$ cat src/hw/rtl/qpe_pkg.sv
`timescale 1ns / 1ps

package qpe_pkg;

    localparam logic [7:0] CH_AMP   = 8'h26;
    localparam logic [7:0] CH_EQ    = 8'h3D;
    localparam logic [7:0] CH_PLUS  = 8'h2B;
    localparam logic [7:0] CH_PCT   = 8'h25;
    localparam logic [7:0] CH_SPACE = 8'h20;

    localparam int CFG_IDX_W  = 1;
    localparam int CFG_DATA_W = 64;
    localparam int KLEN_W     = 4;
    localparam int KPOS_W     = 4;

    localparam logic [CFG_IDX_W-1:0] REG_KEY_TEXT   = 1'b0;
    localparam logic [CFG_IDX_W-1:0] REG_KEY_LENGTH = 1'b1;

    typedef enum logic [3:0] {
        PH_KEY   = 4'b0001,
        PH_VALUE = 4'b0010,
        PH_SKIP  = 4'b0100,
        PH_DONE  = 4'b1000
    } phase_t;

    typedef enum logic [2:0] {
        ESC_IDLE   = 3'b001,
        ESC_FIRST  = 3'b010,
        ESC_SECOND = 3'b100
    } esc_t;

    typedef struct packed {
        logic [7:0] in_byte;
        logic       in_last;
    } in_item_t;

    typedef struct packed {
        logic [7:0] out_byte;
        logic       byte_valid;
        logic       value_end;
        logic       found;
        logic       malformed;
    } out_item_t;

    typedef struct packed {
        logic     fire;
        in_item_t item;
    } step_t;

    typedef struct packed {
        logic      have;
        out_item_t item;
    } res_t;

    function automatic logic [7:0] to_lower(input logic [7:0] c);
        logic [7:0] r;
        r = c;
        if (c inside {[8'h41:8'h5A]})
        begin
            r = c + 8'd32;
        end
        return r;
    endfunction

    // bit 4 set when c is a hex digit, low nibble holds its value
    function automatic logic [4:0] hex_value(input logic [7:0] c);
        logic [4:0] r;
        r = 5'd0;
        if (c inside {[8'h30:8'h39]})
        begin
            r = {1'b1, c[3:0]};
        end
        else if (c inside {[8'h41:8'h46], [8'h61:8'h66]})
        begin
            r = {1'b1, c[3:0] + 4'd9};
        end
        return r;
    endfunction

endpackage

$ cat src/hw/rtl/qpe_stream_if.sv
`timescale 1ns / 1ps

interface qpe_stream_if #(
    parameter type item_t = logic
);
    logic  valid;
    logic  ready;
    item_t payload;

    modport source (output valid, output payload, input ready);
    modport sink (input valid, input payload, output ready);
endinterface

$ cat src/hw/rtl/query_param_extract_url_decode.sv
`timescale 1ns / 1ps

// channel   dir   payload                                        transaction
// query     in    in_byte, in_last                               one raw character
// value     out   out_byte, byte_valid, value_end, found, malf.  one decoded byte or end mark
// cfg       in    cfg_write, cfg_index, cfg_data                 one register write
//
// one character per cycle unless value stalls, passing input then result register to value
// the parser state loop (input register to result register) is the single step
// reset clears parser state, both pipeline valids and the key registers
// a stalled value output holds the result; the input register still takes one more
// character, after which query.ready follows value.ready

module query_param_extract_url_decode #(
    parameter int KEY_CHARS = 8
) (
    input  logic                              clk,
    input  logic                              rst_n,
    qpe_stream_if.sink                        query,
    qpe_stream_if.source                      value,
    input  logic                              cfg_write,
    input  logic [qpe_pkg::CFG_IDX_W-1:0]     cfg_index,
    input  logic [qpe_pkg::CFG_DATA_W-1:0]    cfg_data
);
    import qpe_pkg::*;

    logic [KEY_CHARS*8-1:0] key_text_reg;
    logic [KLEN_W-1:0]      key_length_reg;

    logic                   in_valid_reg, in_valid_next;
    in_item_t               in_item_reg;
    logic                   out_valid_reg, out_valid_next;
    out_item_t              out_item_reg;

    logic                   out_free;
    logic                   advance;
    step_t                  step;
    res_t                   res;

    assign out_free    = !out_valid_reg || value.ready;
    assign advance     = in_valid_reg && out_free;
    assign query.ready = !in_valid_reg || advance;

    assign step.fire = advance;
    assign step.item = in_item_reg;

    qpe_parser #(
        .KEY_CHARS (KEY_CHARS)
    ) u_parser (
        .clk        (clk),
        .rst_n      (rst_n),
        .key_text   (key_text_reg),
        .key_length (key_length_reg),
        .step       (step),
        .res        (res)
    );

    always_ff @(posedge clk or negedge rst_n)
    begin
        if (!rst_n)
        begin
            key_text_reg   <= '0;
            key_length_reg <= '0;
        end
        else if (cfg_write)
        begin
            case (cfg_index)
                REG_KEY_TEXT:   key_text_reg   <= cfg_data[KEY_CHARS*8-1:0];
                REG_KEY_LENGTH: key_length_reg <= cfg_data[KLEN_W-1:0];
                default:
                begin
                end
            endcase
        end
    end

    always_comb
    begin
        in_valid_next = (query.valid && query.ready) || (in_valid_reg && !advance);
        if (advance)
        begin
            out_valid_next = res.have;
        end
        else if (out_free)
        begin
            out_valid_next = 1'b0;
        end
        else
        begin
            out_valid_next = out_valid_reg;
        end
    end

    always_ff @(posedge clk or negedge rst_n)
    begin
        if (!rst_n)
        begin
            in_valid_reg  <= 1'b0;
            out_valid_reg <= 1'b0;
        end
        else
        begin
            in_valid_reg  <= in_valid_next;
            out_valid_reg <= out_valid_next;
        end
    end

    always_ff @(posedge clk)
    begin
        if (query.valid && query.ready)
        begin
            in_item_reg <= query.payload;
        end
        if (advance && res.have)
        begin
            out_item_reg <= res.item;
        end
    end

    assign value.valid   = out_valid_reg;
    assign value.payload = out_item_reg;

    // flags only ride on the end mark
    a_flags_on_end: assert property (@(posedge clk) disable iff (!rst_n)
        value.valid && !value.payload.value_end
            |-> !value.payload.found && !value.payload.malformed)
        else $error("found or malformed set on a non-final result");

    // every result carries a byte or the end mark
    a_no_empty_result: assert property (@(posedge clk) disable iff (!rst_n)
        value.valid |-> value.payload.byte_valid || value.payload.value_end)
        else $error("empty result emitted");

    // byte is zero when not valid, and never zero when valid
    a_byte_zero: assert property (@(posedge clk) disable iff (!rst_n)
        value.valid |-> (value.payload.byte_valid == (value.payload.out_byte != 8'd0)))
        else $error("out_byte inconsistent with byte_valid");

    // a held character stays in the input register while the output stalls
    a_input_held: assert property (@(posedge clk) disable iff (!rst_n)
        in_valid_reg && !out_free |=> in_valid_reg && $stable(in_item_reg))
        else $error("input register lost a pending character");

endmodule

$ cat src/hw/rtl/qpe_parser.sv
`timescale 1ns / 1ps

module qpe_parser #(
    parameter int KEY_CHARS = 8
) (
    input  logic                         clk,
    input  logic                         rst_n,
    input  logic [KEY_CHARS*8-1:0]       key_text,
    input  logic [qpe_pkg::KLEN_W-1:0]   key_length,
    input  qpe_pkg::step_t               step,
    output qpe_pkg::res_t                res
);
    import qpe_pkg::*;

    phase_t              phase_reg, phase_next;
    logic [KPOS_W-1:0]   pos_reg, pos_next;
    logic                mis_reg, mis_next;
    logic                seen_reg, seen_next;
    logic [3:0]          esc_val_reg, esc_val_next;
    esc_t                esc_reg, esc_next;
    logic                cut_reg, cut_next;
    logic                bad_reg, bad_next;

    logic [7:0]          want;
    logic                key_in_range;
    logic                key_fit;

    function automatic logic key_match(input logic [KPOS_W-1:0] pos, input logic mis,
                                       input logic fit, input logic [KLEN_W-1:0] klen);
        return fit && !mis && (KLEN_W'(pos) == klen);
    endfunction

    // wanted key character at the current position
    always_comb
    begin
        want = 8'd0;
        for (int i = 0; i < KEY_CHARS; i++)
        begin
            if (pos_reg == KPOS_W'(i))
            begin
                want = key_text[i*8 +: 8];
            end
        end
    end

    assign key_in_range = (KLEN_W'(pos_reg) < key_length) && (pos_reg < KPOS_W'(KEY_CHARS));
    assign key_fit      = (key_length != '0) && (key_length <= KLEN_W'(KEY_CHARS));

    always_comb
    begin
        logic [7:0] c;
        logic [4:0] hx;
        logic       plain;
        logic       emit;
        logic [7:0] dec;
        logic       have;

        c     = step.item.in_byte;
        hx    = hex_value(c);
        plain = 1'b1;
        emit  = 1'b0;
        dec   = 8'd0;
        have  = 1'b0;

        phase_next   = phase_reg;
        pos_next     = pos_reg;
        mis_next     = mis_reg;
        seen_next    = seen_reg;
        esc_val_next = esc_val_reg;
        esc_next     = esc_reg;
        cut_next     = cut_reg;
        bad_next     = bad_reg;

        case (phase_reg)
            PH_KEY:
            begin
                if (c == CH_AMP)
                begin
                    if (pos_reg != '0 && key_match(pos_reg, mis_reg, key_fit, key_length))
                    begin
                        seen_next  = 1'b1;
                        phase_next = PH_DONE;
                    end
                    pos_next = '0;
                    mis_next = 1'b0;
                end
                else if (c == CH_EQ)
                begin
                    if (key_match(pos_reg, mis_reg, key_fit, key_length))
                    begin
                        seen_next  = 1'b1;
                        phase_next = PH_VALUE;
                    end
                    else
                    begin
                        phase_next = PH_SKIP;
                    end
                end
                else
                begin
                    if (!key_in_range || (to_lower(want) != to_lower(c)))
                    begin
                        mis_next = 1'b1;
                    end
                    if (pos_reg != '1)
                    begin
                        pos_next = pos_reg + 1'b1;
                    end
                end
            end
            PH_VALUE:
            begin
                if (esc_reg != ESC_IDLE)
                begin
                    if (hx[4])
                    begin
                        plain = 1'b0;
                        if (esc_reg == ESC_FIRST)
                        begin
                            esc_val_next = hx[3:0];
                            esc_next     = ESC_SECOND;
                        end
                        else
                        begin
                            esc_next = ESC_IDLE;
                            emit     = 1'b1;
                            dec      = {esc_val_reg, hx[3:0]};
                        end
                    end
                    else
                    begin
                        bad_next = 1'b1;
                        esc_next = ESC_IDLE;
                    end
                end
                if (plain)
                begin
                    if (c == CH_AMP)
                    begin
                        phase_next = PH_DONE;
                    end
                    else if (c == CH_PCT)
                    begin
                        esc_next = ESC_FIRST;
                    end
                    else
                    begin
                        emit = 1'b1;
                        dec  = (c == CH_PLUS) ? CH_SPACE : c;
                    end
                end
                if (emit && !cut_reg)
                begin
                    if (dec == 8'd0)
                    begin
                        cut_next = 1'b1;
                    end
                    else
                    begin
                        have = 1'b1;
                    end
                end
            end
            PH_SKIP:
            begin
                if (c == CH_AMP)
                begin
                    phase_next = PH_KEY;
                    pos_next   = '0;
                    mis_next   = 1'b0;
                end
            end
            default:
            begin
            end
        endcase

        res.have                 = have || step.item.in_last;
        res.item.out_byte        = have ? dec : 8'd0;
        res.item.byte_valid      = have;
        res.item.value_end       = step.item.in_last;
        res.item.found           = 1'b0;
        res.item.malformed       = 1'b0;

        if (step.item.in_last)
        begin
            if (phase_next == PH_KEY && pos_next != '0
                && key_match(pos_next, mis_next, key_fit, key_length))
            begin
                seen_next = 1'b1;
            end
            if (phase_next == PH_VALUE && esc_next != ESC_IDLE)
            begin
                bad_next = 1'b1;
            end
            res.item.found     = seen_next;
            res.item.malformed = bad_next;

            phase_next   = PH_KEY;
            pos_next     = '0;
            mis_next     = 1'b0;
            seen_next    = 1'b0;
            esc_val_next = 4'd0;
            esc_next     = ESC_IDLE;
            cut_next     = 1'b0;
            bad_next     = 1'b0;
        end
    end

    always_ff @(posedge clk or negedge rst_n)
    begin
        if (!rst_n)
        begin
            phase_reg   <= PH_KEY;
            pos_reg     <= '0;
            mis_reg     <= 1'b0;
            seen_reg    <= 1'b0;
            esc_val_reg <= 4'd0;
            esc_reg     <= ESC_IDLE;
            cut_reg     <= 1'b0;
            bad_reg     <= 1'b0;
        end
        else if (step.fire)
        begin
            phase_reg   <= phase_next;
            pos_reg     <= pos_next;
            mis_reg     <= mis_next;
            seen_reg    <= seen_next;
            esc_val_reg <= esc_val_next;
            esc_reg     <= esc_next;
            cut_reg     <= cut_next;
            bad_reg     <= bad_next;
        end
    end

endmodule

$ cat src/flat_wrapper.sv
// flat-port wrapper written by rule: the top's interface ports become plain ports
module query_param_extract_url_decode_flat import qpe_pkg::*;
#(
    parameter int KEY_CHARS = 8
)
  (clk, rst_n, cfg_write, cfg_index, cfg_data, query_valid, query_payload, query_ready, value_valid, value_payload, value_ready);
  qpe_stream_if #(.item_t(in_item_t)) query_i ();
  qpe_stream_if #(.item_t(out_item_t)) value_i ();
  input  logic clk;
  input  logic rst_n;
  input  logic cfg_write;
  input  logic [qpe_pkg::CFG_IDX_W-1:0] cfg_index;
  input  logic [qpe_pkg::CFG_DATA_W-1:0] cfg_data;
  input wire logic [$bits(query_i.valid)-1:0] query_valid;
  input wire logic [$bits(query_i.payload)-1:0] query_payload;
  output wire logic [$bits(query_i.ready)-1:0] query_ready;
  output wire logic [$bits(value_i.valid)-1:0] value_valid;
  output wire logic [$bits(value_i.payload)-1:0] value_payload;
  input wire logic [$bits(value_i.ready)-1:0] value_ready;
  assign query_i.valid = query_valid;
  assign query_i.payload = query_payload;
  assign query_ready = query_i.ready;
  assign value_valid = value_i.valid;
  assign value_payload = value_i.payload;
  assign value_i.ready = value_ready;
  query_param_extract_url_decode #(.KEY_CHARS(KEY_CHARS)) u_core (.clk(clk), .rst_n(rst_n), .query(query_i), .value(value_i), .cfg_write(cfg_write), .cfg_index(cfg_index), .cfg_data(cfg_data));
endmodule
$ cat config.mk
export PLATFORM = sky130hd
export DESIGN_NAME = query_param_extract_url_decode_flat
export DESIGN_NICKNAME = d
export VERILOG_FILES = /design/src/hw/rtl/qpe_pkg.sv /design/src/hw/rtl/qpe_stream_if.sv /design/src/hw/rtl/query_param_extract_url_decode.sv /design/src/hw/rtl/qpe_parser.sv /design/src/flat_wrapper.sv
export SDC_FILE = /design/constraint.sdc
export NUM_CORES = 1
export LEC_CHECK = 0
export BUFFER_PORTS_ARGS = -buffer_cell sky130_fd_sc_hd__buf_2
export CAP_MARGIN = 30
export CORE_MARGIN = 2
export CORE_UTILIZATION = 58
export CTS_CLUSTER_SIZE = 14
export DETAILED_ROUTE_END_ITERATION = 16
export PLACE_DENSITY = 0.81
export SLEW_MARGIN = 20
export SYNTH_ARGS = -nofsm -noshare
export SYNTH_HDL_FRONTEND = slang
export SYNTH_SLANG_ARGS = --single-unit
$ cat constraint.sdc
create_clock -name clk -period 5.1 [get_ports clk]
set_input_delay 1.02 -clock clk [delete_from_list [all_inputs] [get_ports clk]]
set_output_delay 1.02 -clock clk [all_outputs]
set_load 0.01 [all_outputs]
==> flow_summary.toml <==
[outcome]
status = "finished, final reports clean"

[synth]
yosys-top-cells-area = "dfrtp_1 (35%), mux2_2 (11%), edfxtp_1 (10%)"
synth-edff-count = 21
syn_avg_cell_area_um2 = 9.96
synthArstFlopShare_pct = 80.9
yosysWarnings = 0
yosysSeqAreaShare_pct = 45.4
synth.distinct_cells = 75
synth_flop_cell = "dfrtp_1"
synthCells = 632
synth_top_area_share_pct = 34.6
synth_top_area_cell = "dfrtp_1"
synth_seq_cells = 110
synth_area_um2 = 6300
synthesis.nets = 726

[sta]
final_hold_viol_count = 0
fmax_mhz = 238
fin_crit_sh_pct = 82.3
grt_setup_unrepaired = "no"
period_needed_ns = 4.20
clock_skew_ns = 0.0122
tns_ns = 0
setup-violations-final = 0
worst_pin_slew_ns = 0.906
slew_violations = 0
max-slew-margin-rel_pct = 39.1

[flow_run]
max_cap_viol_count = 0

[critical_path]
crit_slowest_cell = "o31ai_1"
regToRegStartpoint = "u_core.in_item_reg[2]$_DFFE_PP_"
reg2reg_to = "u_core.value.payload[10]$_SDFFCE_PN0P_"
path_cells = "inv_1, ha_1, or3b_1, o311ai_2, o31ai_1, o21ai_0, o22ai_1, a22oi_1, a311o_1, a21oi_2"
critPathCaptureType = "flip-flop"
max_stage_delay_ns = 0.77
endpoint = "u_core.value.payload[10]$_SDFFCE_PN0P_"
worst_setup_path_start_kind = "flip-flop"
required_ns = 5.13
rrSetupSlack_ns = 0.90
path_buf_inv = 1
critical_path_arrival_ns = 4.23
crit_path_max_fanout = 12
worstSetupPathType = "flip-flop to flip-flop"
cp-startpoint = "u_core.in_item_reg[2]$_DFFE_PP_"
path_delay_family = "compound AO/OA/AOI/OAI gates"
r2r_cells = 10
cp_num_cells = 10

[finish]
fillers = 874
diodes = 0
final_cell_mix = "buf_2 (91), dfrtp_1 (87), mux2_2 (61), nand2_1 (59), a21oi_1 (53)"
final_common_cell = "buf_2"
drive_above_1_share_pct = 26.6
largest_reg_flops = 64
final_util_pct = 66.2
fin_nets = 800
area_growth_pct = 12.6
stdcell_count = 850

[drt]
wl_per_cell_um = 18.7
drt_wl_total_um = 15900
drt_iter0_markers = 321
antenna_left = 0
first_pass_iters = 5
dr_total_vias = 5264
drc_errors = 0
viasPerCell = 6.19

[floorplan]
die_area_um2 = 11700
fp.coreArea_um2 = 10700
num_rows = 38
initial_core_util_pct = 58.9
die_width_um = 108
die_h_um = 108
pin_count = 93

[place]
port_buffers = 92
dpl.hpwl_um = 11700
dp_cells = 832
place_congestion = 0.909

[clock_tree]
h-tree-depth = 3
numCtsBuffers = 9
clock_latency_ns = 0.40
cts_setup_buffers = 0
path_clk_slew_ns = 0.09
cts-resized-gates = 0
hold_buffers = 0
clockBufferDepth = 2
cts_tree = "done"
cts.sinks = 110
root_buffer = "clkbuf_8"

[power]
pwr_density_cell_nw_per_um2 = 395
leakage_nw = 3.05
irDropWorstVdd_v = 0.000268

[global_route]
grt_first_pass_wirelength_um = 26300
track_usage_pct = 29.0
antenna_found_initial = 0
grt_overflow_total = 0
grt_pass1_vias = 5324
grt_max_degree = 52

[worst_hold_path]
hold_path.class = "flip-flop to flip-flop"
## worst register-to-register path, delay by kind of cell, from the launching register on
kind,cells,cell delay [ns]
and+or+nand+nor,1,0.17
adders and majority gates,1,0.22
buffers and inverters,1,0.18
AOI/OAI and AO/OA,7,2.74
DFF,1,0.53
## cells in the mapped netlist, drive strengths merged, types with 3 or more instances
cell type,instances
a211oi,3
a21o,5
a21oi,55
a221oi,6
a22o,4
a22oi,5
a31oi,3
and2,6
and3,7
buf,11
clkbuf,24
dfrtp,87
edfxtp,21
ha,15
inv,28
mux2,61
nand2,59
nand2b,8
nand3,6
nand3b,11
nand4,4
nor2,36
nor2b,11
nor3,15
nor4,4
nor4b,3
o211a,4
o211ai,9
o21ai,37
o21bai,3
o22ai,7
o31ai,4
o41ai,3
or3,6
or4,3
or4b,4
xnor2,12
xor2,3
## metrics by stage
step	power (mW)	cell area, um2	hold WS [ns]	worst slack [ns]
2_1_floorplan	1.93	6300	0.441	1.56
3_3_place_gp	2.17	6810	0.477	1.18
3_5_place_dp	2.20	6830	0.479	0.969
4_1_cts	2.77	7040	0.499	0.930
5_1_grt	2.97	7090	0.523	0.513
6_report	2.80	7090	0.504	0.902
## how the worst min path moves through the flow
stage | startpoint | endpoint | slack [ns] | depth (start not counted)
3_5_place_dp | u_core.u_parser.esc_val_reg[0]$_DFFE_PN0P_ | u_core.u_parser.esc_val_reg[0]$_DFFE_PN0P_ | 0.48 | 2
2_1_floorplan | u_core.u_parser.esc_val_reg[0]$_DFFE_PN0P_ | u_core.u_parser.esc_val_reg[0]$_DFFE_PN0P_ | 0.44 | 2
6_report | u_core.u_parser.esc_val_reg[0]$_DFFE_PN0P_ | u_core.u_parser.esc_val_reg[0]$_DFFE_PN0P_ | 0.50 | 2
5_1_grt | u_core.u_parser.esc_val_reg[0]$_DFFE_PN0P_ | u_core.u_parser.esc_val_reg[0]$_DFFE_PN0P_ | 0.52 | 2
3_3_place_gp | u_core.u_parser.esc_val_reg[0]$_DFFE_PN0P_ | u_core.u_parser.esc_val_reg[0]$_DFFE_PN0P_ | 0.48 | 2
4_1_cts | u_core.u_parser.esc_val_reg[0]$_DFFE_PN0P_ | u_core.u_parser.esc_val_reg[0]$_DFFE_PN0P_ | 0.50 | 2
## routing by layer
layer / global-route usage (%) / part of all wire [%] / vias up
met5: 0 / 0 / -
met4: 15.6 / 4.0 / 0
met3: 4.94 / 5.9 / 44
met2: 46.2 / 48 / 212
met1: 37.9 / 42 / 2553
li1: - / - / 2455
## where the power goes
part / leakage (nW) / internal (mW) / switching (mW)
Sequential: 1.28 / 1.00 / 0.107
Combinational: 1.66 / 0.478 / 0.649
Clock: 0.108 / 0.268 / 0.296
## final cells by class
type,instances,area [um2],share of cell area (%)
sequential,110,2860,40.4
inverter,29,109,1.54
timing repair buffer,98,548,7.73
clock inverter,3,41.3,0.583
tap,140,175,2.47
clock buffer,12,166,2.35
multi-input combinational,458,3190,45.0
## kinds of logic after synthesis
group / count (synthesis) / share of synthesized area (%)
simple gates: 193 / 16.1
xor+xnor: 15 / 2.09
buf+inv: 64 / 4.07
fa+ha+maj: 15 / 2.98
mux: 61 / 10.9
flops: 110 / 45.4
compound gates: 174 / 18.4
No activity file was read; power rests on OpenSTA's default activity.
